### src/hw/rtl/adc_biquad_cascade_dac_macros.svh
// ----------------------------------------------------------------------------
// adc_biquad_cascade_dac_macros
// Assertion macros for the biquad cascade; they expect i_clk and i_rst_n.
// ----------------------------------------------------------------------------
`ifndef ADC_BIQUAD_CASCADE_DAC_MACROS_SVH
`define ADC_BIQUAD_CASCADE_DAC_MACROS_SVH

// same-cycle implication
`define ABQ_ASSERT_IMP(label, ante, cons) \
    label: assert property (@(posedge i_clk) disable iff (!i_rst_n) (ante) |-> (cons)) \
        else $error("abq assertion failed");

// next-cycle implication
`define ABQ_ASSERT_NXT(label, ante, cons) \
    label: assert property (@(posedge i_clk) disable iff (!i_rst_n) (ante) |=> (cons)) \
        else $error("abq assertion failed");

`endif

### src/hw/rtl/abq_pkg.sv
// ----------------------------------------------------------------------------
// abq_pkg
// Widths, coefficient table and control types of the biquad cascade.
// ----------------------------------------------------------------------------
package abq_pkg;

    localparam int ADC_W        = 12;
    localparam int WORD_W       = 32;
    localparam int ACC_W        = 64;
    localparam int POST_SHIFT   = 30;
    localparam int OUT_SHIFT    = 20;
    localparam int SECTIONS_DEF = 4;
    localparam int SECTIONS_MAX = 8;
    localparam int SEC_IDX_W    = 3;
    localparam int TAP_W        = 3;
    localparam int HIST_WORDS   = 4;

    localparam logic [TAP_W-1:0] TAP_X    = 3'd0;
    localparam logic [TAP_W-1:0] TAP_LAST = 3'd4;

    typedef struct packed {
        logic mul_en;
        logic acc_en;
        logic acc_clr;
    } t_mac_ctl;

    // halved Q31 coefficients: b0, b1, b2, a1, a2
    function automatic logic signed [WORD_W-1:0] abq_coef(
        input logic [SEC_IDX_W-1:0] sec,
        input logic [TAP_W-1:0]     tap
    );
        logic signed [WORD_W-1:0] c;
        c = 32'sd0;
        case (sec)
            3'd0: begin
                case (tap)
                    3'd0:    c = 32'sd1050152231;
                    3'd1:    c = -32'sd2100304461;
                    3'd2:    c = 32'sd1050152231;
                    3'd3:    c = 32'sd2099786147;
                    3'd4:    c = -32'sd1027080952;
                    default: c = 32'sd0;
                endcase
            end
            3'd1: begin
                case (tap)
                    3'd0:    c = 32'sd583361503;
                    3'd1:    c = 32'sd1166723007;
                    3'd2:    c = 32'sd583361503;
                    3'd3:    c = -32'sd1572890246;
                    3'd4:    c = -32'sd580092853;
                    default: c = 32'sd0;
                endcase
            end
            3'd2: begin
                case (tap)
                    3'd0:    c = 32'sd1073741824;
                    3'd1:    c = 32'sd2147483647;
                    3'd2:    c = 32'sd1073741824;
                    3'd3:    c = -32'sd1676130396;
                    3'd4:    c = -32'sd688645970;
                    default: c = 32'sd0;
                endcase
            end
            3'd3: begin
                case (tap)
                    3'd0:    c = 32'sd1073741824;
                    3'd1:    c = 32'sd2147483647;
                    3'd2:    c = 32'sd1073741824;
                    3'd3:    c = -32'sd1891126960;
                    3'd4:    c = -32'sd914706735;
                    default: c = 32'sd0;
                endcase
            end
            default: begin
                case (tap)
                    3'd0:    c = 32'sd1073741824;
                    default: c = 32'sd0;
                endcase
            end
        endcase
        return c;
    endfunction

endpackage

### src/hw/rtl/abq_mac.sv
// ----------------------------------------------------------------------------
// abq_mac
// Shared 32x32 signed multiplier with a registered product and a wrapping
// 64-bit accumulator; gives the post-shifted 32-bit section result.
// ----------------------------------------------------------------------------
module abq_mac (
    input  logic                                 i_clk,
    input  abq_pkg::t_mac_ctl                    i_ctl,
    input  logic signed [abq_pkg::WORD_W-1:0]    i_coef,
    input  logic signed [abq_pkg::WORD_W-1:0]    i_opnd,
    output logic        [abq_pkg::WORD_W-1:0]    o_y
);
    import abq_pkg::*;

    logic signed [ACC_W-1:0] r_prod;
    logic        [ACC_W-1:0] r_acc;
    logic        [ACC_W-1:0] w_sum;

    assign w_sum = r_acc + r_prod;
    assign o_y   = w_sum[POST_SHIFT+WORD_W-1:POST_SHIFT];

    always_ff @(posedge i_clk) begin
        if (i_ctl.mul_en) begin
            r_prod <= i_coef * i_opnd;
        end
        if (i_ctl.acc_en) begin
            r_acc <= i_ctl.acc_clr ? '0 : w_sum;
        end
    end

endmodule

### src/hw/rtl/abq_hist.sv
// ----------------------------------------------------------------------------
// abq_hist
// Per-section x1, x2, y1, y2 history; one word read a cycle, one section
// shifted on write.
// ----------------------------------------------------------------------------
module abq_hist #(
    parameter int SECTIONS = abq_pkg::SECTIONS_DEF,
    parameter int SEC_W    = (SECTIONS > 1) ? $clog2(SECTIONS) : 1
) (
    input  logic                          i_clk,
    input  logic                          i_rst_n,
    input  logic [SEC_W-1:0]              i_sec,
    input  logic [1:0]                    i_word,
    output logic [abq_pkg::WORD_W-1:0]    o_rd,
    input  logic                          i_wr,
    input  logic [abq_pkg::WORD_W-1:0]    i_x_new,
    input  logic [abq_pkg::WORD_W-1:0]    i_y_new
);
    import abq_pkg::*;

    logic [WORD_W-1:0] r_hist [SECTIONS][HIST_WORDS];

    assign o_rd = r_hist[i_sec][i_word];

    always_ff @(posedge i_clk) begin
        if (!i_rst_n) begin
            for (int s = 0; s < SECTIONS; s++) begin
                for (int w = 0; w < HIST_WORDS; w++) begin
                    r_hist[s][w] <= '0;
                end
            end
        end else if (i_wr) begin
            r_hist[i_sec][0] <= i_x_new;
            r_hist[i_sec][1] <= r_hist[i_sec][0];
            r_hist[i_sec][2] <= i_y_new;
            r_hist[i_sec][3] <= r_hist[i_sec][2];
        end
    end

endmodule

### src/hw/rtl/adc_biquad_cascade_dac.sv
// ----------------------------------------------------------------------------
// adc_biquad_cascade_dac
// ADC sample in, cascade of direct-form-I Q31 biquads on one shared
// multiplier, clamped DAC sample out.
//
//   channel  direction  valid         stall         payload
//   adc      in         i_adc_valid   o_adc_stall   i_adc_sample
//   dac      out        o_dac_valid   i_dac_stall   o_dac_sample
//
// Each item runs, per section, one multiply step for each of the five taps
// (b0, b1, b2, a1, a2) and then a sum-and-store step on the single multiplier,
// then an output step and an idle step, in which alone the next item is taken.
// Synchronous reset clears the sequencer, the output valid and all history.
// A stalled dac item stays in the output register while the next item is
// taken and run; the sequencer then holds in its output step until it frees.
// ----------------------------------------------------------------------------
`include "adc_biquad_cascade_dac_macros.svh"

module adc_biquad_cascade_dac #(
    parameter int SECTIONS = abq_pkg::SECTIONS_DEF
) (
    input  logic                          i_clk,
    input  logic                          i_rst_n,
    input  logic                          i_adc_valid,
    output logic                          o_adc_stall,
    input  logic [abq_pkg::ADC_W-1:0]     i_adc_sample,
    output logic                          o_dac_valid,
    input  logic                          i_dac_stall,
    output logic [abq_pkg::ADC_W-1:0]     o_dac_sample
);
    import abq_pkg::*;

    localparam int               SEC_W    = (SECTIONS > 1) ? $clog2(SECTIONS) : 1;
    localparam logic [SEC_W-1:0] SEC_LAST = SEC_W'(SECTIONS - 1);
    localparam int               DAC_MAX  = (1 << ADC_W) - 1;
    localparam int               MID      = 1 << (ADC_W - 1);

    typedef enum logic [1:0] {
        ST_IDLE,
        ST_MAC,
        ST_LAST,
        ST_OUT
    } t_state;

    t_state            r_state;
    logic [SEC_W-1:0]  r_sec;
    logic [TAP_W-1:0]  r_tap;
    logic [WORD_W-1:0] r_x;
    logic              r_dac_valid;
    logic [ADC_W-1:0]  r_dac;

    t_mac_ctl                  w_mac_ctl;
    logic signed [WORD_W-1:0]  w_coef;
    logic signed [WORD_W-1:0]  w_opnd;
    logic        [WORD_W-1:0]  w_hist_rd;
    logic        [WORD_W-1:0]  w_y;
    logic        [1:0]         w_word;
    logic                      w_hist_wr;
    logic                      w_in_take;
    logic                      w_out_free;
    logic signed [ADC_W:0]     w_dac_sum;
    logic        [ADC_W-1:0]   w_dac_clamp;

    assign o_adc_stall  = (r_state != ST_IDLE);
    assign o_dac_valid  = r_dac_valid;
    assign o_dac_sample = r_dac;

    assign w_in_take  = i_adc_valid && (r_state == ST_IDLE);
    assign w_out_free = !r_dac_valid || !i_dac_stall;
    assign w_hist_wr  = (r_state == ST_LAST);

    assign w_word = 2'(r_tap - 3'd1);
    assign w_coef = abq_coef(SEC_IDX_W'(r_sec), r_tap);
    assign w_opnd = (r_tap == TAP_X) ? r_x : w_hist_rd;

    always_comb begin
        w_mac_ctl.mul_en  = (r_state == ST_MAC);
        w_mac_ctl.acc_en  = (r_state == ST_MAC);
        w_mac_ctl.acc_clr = (r_tap == TAP_X);
    end

    assign w_dac_sum = (ADC_W+1)'(signed'(r_x[WORD_W-1:OUT_SHIFT])) + (ADC_W+1)'(MID);

    always_comb begin
        if (w_dac_sum < 0) begin
            w_dac_clamp = '0;
        end else if (w_dac_sum > (ADC_W+1)'(DAC_MAX)) begin
            w_dac_clamp = ADC_W'(DAC_MAX);
        end else begin
            w_dac_clamp = w_dac_sum[ADC_W-1:0];
        end
    end

    abq_mac u_mac (
        .i_clk  (i_clk),
        .i_ctl  (w_mac_ctl),
        .i_coef (w_coef),
        .i_opnd (w_opnd),
        .o_y    (w_y)
    );

    abq_hist #(
        .SECTIONS (SECTIONS),
        .SEC_W    (SEC_W)
    ) u_hist (
        .i_clk   (i_clk),
        .i_rst_n (i_rst_n),
        .i_sec   (r_sec),
        .i_word  (w_word),
        .o_rd    (w_hist_rd),
        .i_wr    (w_hist_wr),
        .i_x_new (r_x),
        .i_y_new (w_y)
    );

    always_ff @(posedge i_clk) begin
        if (!i_rst_n) begin
            r_state     <= ST_IDLE;
            r_sec       <= '0;
            r_tap       <= TAP_X;
            r_dac_valid <= 1'b0;
        end else begin
            if ((r_state == ST_OUT) && w_out_free) begin
                r_dac       <= w_dac_clamp;
                r_dac_valid <= 1'b1;
            end else if (r_dac_valid && !i_dac_stall) begin
                r_dac_valid <= 1'b0;
            end
            case (r_state)
                ST_IDLE: begin
                    if (w_in_take) begin
                        r_x     <= {~i_adc_sample[ADC_W-1], i_adc_sample[ADC_W-2:0],
                                    (WORD_W-ADC_W)'(0)};
                        r_sec   <= '0;
                        r_tap   <= TAP_X;
                        r_state <= ST_MAC;
                    end
                end
                ST_MAC: begin
                    r_tap <= r_tap + 3'd1;
                    if (r_tap == TAP_LAST) begin
                        r_state <= ST_LAST;
                    end
                end
                ST_LAST: begin
                    r_x   <= w_y;
                    r_tap <= TAP_X;
                    if (r_sec == SEC_LAST) begin
                        r_state <= ST_OUT;
                    end else begin
                        r_sec   <= r_sec + 1'b1;
                        r_state <= ST_MAC;
                    end
                end
                ST_OUT: begin
                    if (w_out_free) begin
                        r_state <= ST_IDLE;
                    end
                end
                default: begin
                    r_state <= ST_IDLE;
                end
            endcase
        end
    end

    `ABQ_ASSERT_NXT(a_take_starts, w_in_take, (r_state == ST_MAC) && (r_sec == '0) && (r_tap == TAP_X))
    `ABQ_ASSERT_IMP(a_tap_range, r_state == ST_MAC, r_tap <= TAP_LAST)
    `ABQ_ASSERT_NXT(a_last_to_out, (r_state == ST_LAST) && (r_sec == SEC_LAST), r_state == ST_OUT)
    `ABQ_ASSERT_NXT(a_out_loads, (r_state == ST_OUT) && w_out_free, r_dac_valid && (r_state == ST_IDLE))

endmodule

### config.mk
export PLATFORM = sky130hd
export DESIGN_NAME = adc_biquad_cascade_dac
export DESIGN_NICKNAME = d
export VERILOG_FILES = /design/src/hw/rtl/abq_pkg.sv /design/src/hw/rtl/abq_mac.sv /design/src/hw/rtl/abq_hist.sv /design/src/hw/rtl/adc_biquad_cascade_dac.sv
export VERILOG_INCLUDE_DIRS = /design/src /design/src/hw/rtl
export SDC_FILE = /design/constraint.sdc
export NUM_CORES = 2
export LEC_CHECK = 0
export BUFFER_PORTS_ARGS = -buffer_cell sky130_fd_sc_hd__buf_4
export CORE_MARGIN = 1
export CORE_UTILIZATION = 50
export DETAILED_ROUTE_END_ITERATION = 7
export PLACE_DENSITY = 0.65
export SYNTH_ARGS = -nofsm -noshare
export SYNTH_HDL_FRONTEND = slang
export SYNTH_SLANG_ARGS = --single-unit
### constraint.sdc
create_clock -name i_clk -period 27.6 [get_ports i_clk]
set_clock_uncertainty 0.1 [all_clocks]
set_input_delay 1.38 -clock i_clk [delete_from_list [all_inputs] [get_ports i_clk]]
set_output_delay 1.38 -clock i_clk [all_outputs]
set_load 0.02 [all_outputs]
# Word level (Yosys, flattened, before mapping)
# Memory sizes are Yosys's and may differ from the RTL's. A register that Yosys moved wholly into a read port is not among the register bits.
# Index checks and enable logic that the tools add are counted.
# classes
addsub	5
n_mul	1
order_cmp	3
eq_ne	14
muxes	33
bitwise_logic	2
reduce_logical	20
# ops
cell	count
one-hot mux 32 bit (4 select lines)	5
2-to-1 mux 128 bit	1
2-to-1 mux 32 bit	4
OR reduction 128 bit	1
adder 64 bit	1
binary-select mux 32 bit (select 2 bit)	1
multiplier 32 x 32 -> 64 bit	1
one-hot mux 32 bit (2 select lines)	1
2-to-1 mux 2 bit	9
adder 12 x 13 -> 13 bit, second input constant	1
greater-than comparator 13 bit, second input constant	1
< comparator 13 x 1 -> 1 bit, second input constant	1
2-to-1 mux 12 bit	1
one-hot mux 3 bit (3 select lines)	1
AND reduction 3 bit	3
== test 2 bit, second input constant	4
inequality test 2 bit, second input constant	4
one-hot mux 2 bit (4 select lines)	1
2-to-1 mux 1 bit	7
== test 3 x 2 -> 1 bit, second input constant	2
nonzero test 2 bit	3
== test 2 x 1 -> 1 bit, second input constant	2
zero test 2 bit	2
one-hot mux 2 bit (2 select lines)	1
other kinds (16)	20
# totals
ff_bits	180
mem_bits_rw	512
input_bits	16
out_inout_bits	14
wordCells	87
mem_count	1
# memory_table
memory	depth	width	read_ports	rd_ports_with_merged_regs	write_ports	line	source
u_hist.r_hist	4	128	1	1	4	abq_hist.sv:21	logic [WORD_W-1:0] r_hist [SECTIONS][HIST_WORDS];

# Depth between registers and ports, before layout
# depth
word_depth	7
mapped_depth	40

# Hierarchy
# Synthesis repeated with hierarchy kept, for this count alone.
# hier_totals
cells_unflattened	6350
hier_area_um2	69739.4
# modules_own_cells
mod	n_inst	cells_each	area_each_um2	seq_area_each_um2
abq_mac	1	4559	43580.5	3723.6
abq_hist	1	1473	22840.7	15374.7
adc_biquad_cascade_dac	1	318	3318.2	1481.4

# Worst setup path after synthesis
# No wires, ideal clock.
# synth_timing
path_kind	register to register
startpoint	register r_tap[0]
endpoint	register u_mac.r_prod[58], data pin
setup_ps	158
arrival_time_ps	10139
t_required_ps	27342
slack_ps	17203
stages_incl_launch_ff	36
n_path_buf	5
synth_period_minus_slack_ps	10397
cell_sequence	dfxtp_1 clkbuf_1 buf_1 inv_1 ha_1 and2_1 clkbuf_1 nor2_1 nand2_1 a21oi_1 clkbuf_1 nand2_1 o21ai_1 clkbuf_1 nor2_1 fa_1 fa_1 fa_1 inv_1 fa_1 inv_1 fa_1 fa_1 fa_1 fa_1 ha_1 a211oi_1 o21bai_1 o31a_1 a31o_2 a31oi_1 a41oi_1 a31oi_1 o21ai_1 a2111o_1 o211ai_1
# synth_via
elab_chain_cells	7
elab_cells_between_ends	18
# synth_lines
item	line	source
start, declared	adc_biquad_cascade_dac.sv:47	logic [TAP_W-1:0] r_tap;
start signal, assigned	adc_biquad_cascade_dac.sv:140	r_tap <= r_tap + 3'd1;
subtractor 2 x 1 -> 2 bit	adc_biquad_cascade_dac.sv:72	assign w_word = 2'(r_tap - 3'd1);
inverter 2 -> 3 bit (implied by the code)	abq_hist.sv:23	assign o_rd = r_hist[i_sec][i_word];
binary-select mux 32 bit (select 2 bit)	abq_hist.sv:23	
2-to-1 mux 32 bit (implied by the code) (2 in series)	abq_hist.sv:23	
2-to-1 mux 32 bit	adc_biquad_cascade_dac.sv:74	assign w_opnd = (r_tap == TAP_X) ? r_x : w_hist_rd;
multiplier 32 x 32 -> 64 bit (*)	abq_mac.sv:24	r_prod <= i_coef * i_opnd;
end signal, assigned	abq_mac.sv:24	
end, declared	abq_mac.sv:15	logic signed [ACC_W-1:0] r_prod;
# Mark *: on every way between the ends. The rest lies on a longest branch, timed or not. The select of a mux whose other input is x is not followed.
# A chain may end at the register's enable or synchronous reset.

==> reports/results.ini <==
[layout]
drive_above_1_share_pct = 8.44
layout.cells.non_filler = 7955
nFillCells = 11498
seq_area_mm2 = 0.0206
area_delta_synth_final_pct = 7.08
fin_nets = 7462
final_cell_mix = fa_1, inv_1, nor2_1
layout.cells.most_common = fa_1
multi_input_area_mm2 = 0.0423

[route]
ant_nets = 0
viasPerCell = 5.79
wl_mm = 193
dr.pass1.iters = 8
drc_errors = 1
vias = 46048
drt-initial-drc-count = 3980
routedWlPerCell_um = 24.3

[sta]
setup_violations = 0
slew_viol_final = 0
worst_pin_slew_ns = 1.34
tns_ns = 0
hold_viol = 0
max_slew_margin_pct = 10.4
rsz0062_at_grt = false
fmax_mhz = 81.1
period_needed_ns = 12.33
timing.final.crit_share_pct = 44.7

[grt]
groute.usage.overall_pct = 28.9
grt_pass1_wl_mm = 295
grt_overflow = 0
grt_max_degree = 99
grt_antenna_before_repair = 0
grt_pass1_vias = 48619

[synthesis]
yosysSeqAreaShare_pct = 30.5
ys_ff_latch = 690
synthArstFlopShare_pct = 0
yosysUniqueCellTypes = 82
synth_nets = 7591
synth_flop_cell = edfxtp_1
yosys_warnings = 0
syn_inst = 6259
syn_area_mm2 = 0.0676
syn_area_per_cell_um2 = 10.8
synth_edf_count = 680

[worst_setup_path]
critPathMaxStageDelay_ns = 0.94
cp_max_fo = 57
crit_arrival_ns = 12.60
r2r_cells = 30
critPathTopFamily = adder cells
critical_path_buf_inv_count = 8
reg2reg_to = u_mac.r_prod[59]$_DFFE_PP_
crit_path_start_kind = flop
setup.worst_path.class = flop to flop
endpoint_kind = flop
reg2reg_setup_slack_ns = 15.27
crit_path_frequent_cell = fa_1
critical_path_required_ns = 27.87
worst_path_max_delay_cell = dfxtp_4

[place]
gp_congestion = 0.988
dp.cells = 7821
port_buffers = 29
hpwl_mm = 138

[floorplanning]
die-area_mm2 = 0.137
row_count = 134
core_area_mm2 = 0.134
die_x_um = 370
dieHeight_um = 370
ios = 30
initial_core_util_pct = 50.6

[run_status]
status = finished, violations left
violations = DRC

[clock_tree]
clock_path_buffers = 3
clock_latency_ns = 0.64
cts.sinks = 690
path_clk_slew_ns = 0.07
cts-resized-gates = 0
cts_buffers = 75
hold_buffers = 0
h-tree-depth = 3
root_buffer = clkbuf_16
cts_tree = built
postCtsSetupBuffers = 0

[worst_hold_path]
min_path_type = flop to flop
hp-start = r_x[23]$_DFFE_PP_
holdPathStages = 0
hold_path_end = o_dac_sample[3]$_SDFFCE_PN1P_

[flow_run]
drv_cap = 0

[synthesized netlist by cell type (all sizes together), types with 3 or more instances]
cell     number  area, um2
a2111oi       3       45.1
xor2         43        377
clkinv        3       11.3
and4          7       61.3
nand4        34        213
and3         24        150
mux2i        54        541
xnor2        88        771
a221oi        4       35.0
nand2       569       2140
nor3         23        120
nand2b       60        375
nor2        882       3320
dfxtp        10        200
o211ai       19        143
a211oi       16        120
o21a         14        105
or3          10       62.6
a21o         78        586
a31o         12        105
o31ai         9       67.6
clkbuf      303       1140
nand3        26        130
a22oi         6       45.0
mux4        131       2950
inv        1004       3770
or2          10       62.6
o21ai       132        664
edfxtp      680      20400
o21bai       24        180
nor2b        19        119
a211o         5       43.8
mux2         50        563
and2        324       2030
a21boi        5       37.5
o22ai         4       25.0
ha          253       3170
a31oi        24        150
fa         1063      21300
buf          46        208
a41oi         5       43.8
a21oi       144        724
[state kept, by name, indices dropped and copies added (netlist names), named ones only]
name,cells
u_mac.r_acc,62
r_state,2
o_dac_valid,1
r_x,32
r_tap,3
u_mac.r_prod,62
r_sec,2
o_dac_sample,12
u_hist.r_hist,512
[per-stage QoR]
| stage | worst slack, ns | utilization [%] | hold WS, ns | area (um2) |
|---|---|---|---|---|
| finish | 15.27 | 54.1 | 0.494 | 72400 |
| global route | 14.85 | 54.1 | 0.518 | 72400 |
| CTS | 15.47 | 54.1 | 0.486 | 72400 |
| detailed placement | 15.51 | 52.3 | 0.471 | 70000 |
| global placement | 15.63 | 52.3 | 0.474 | 70000 |
| floorplan | 17.20 | - | 0.451 | 67600 |
[cell families after synthesis]
| family | after synthesis | synth area share, % |
|---|---|---|
| DFF | 690 | 30.5 |
| muxes | 235 | 5.99 |
| adders and majority gates | 1316 | 36.1 |
| buffers and inverters | 1356 | 7.58 |
| xor gates and xnor gates | 131 | 1.70 |
| AOI/OAI and AO/OA | 531 | 4.99 |
| and+or+nand+nor | 2000 | 13.1 |
[worst max-delay path by stage]
stage / startpoint / slack [ns] / cells past startpoint / end
after CTS: flop / 15.47 / 30 / u_mac.r_prod[59]$_DFFE_PP_
after global routing: flop / 14.85 / 32 / u_mac.r_prod[58]$_DFFE_PP_
after floorplan: r_tap[0]$_SDFFE_PN0P_ / 17.20 / 35 / u_mac.r_prod[58]$_DFFE_PP_
after detailed placement: flop / 15.51 / 30 / u_mac.r_prod[59]$_DFFE_PP_
after global placement: flop / 15.63 / 30 / u_mac.r_prod[59]$_DFFE_PP_
final: flop / 15.27 / 30 / u_mac.r_prod[59]$_DFFE_PP_
[layout make-up]
| cell class | instances | share of cell area (%) |
|---|---|---|
| sequential | 690 | 28.5 |
| clock inverter | 40 | 0.589 |
| multi-input combinational | 4213 | 58.4 |
| tap | 1768 | 3.05 |
| inverter | 1007 | 5.22 |
| timing repair buffer | 143 | 1.50 |
| clock buffer | 92 | 2.75 |
| antenna | 2 | 0.00691 |
[metal layers]
layer  up-vias  GRT usage [%]  routed length [um]
met5         -              0                   0
met4         0           11.2                8730
met3       450           4.75               16300
met2      2050           47.0               91500
met1     23921           38.9               76500
li1      19627              -                   -
Power is left out: the tool's default activity adds up to more than one toggle a clock period on the data nets, which glitch-free logic cannot reach.
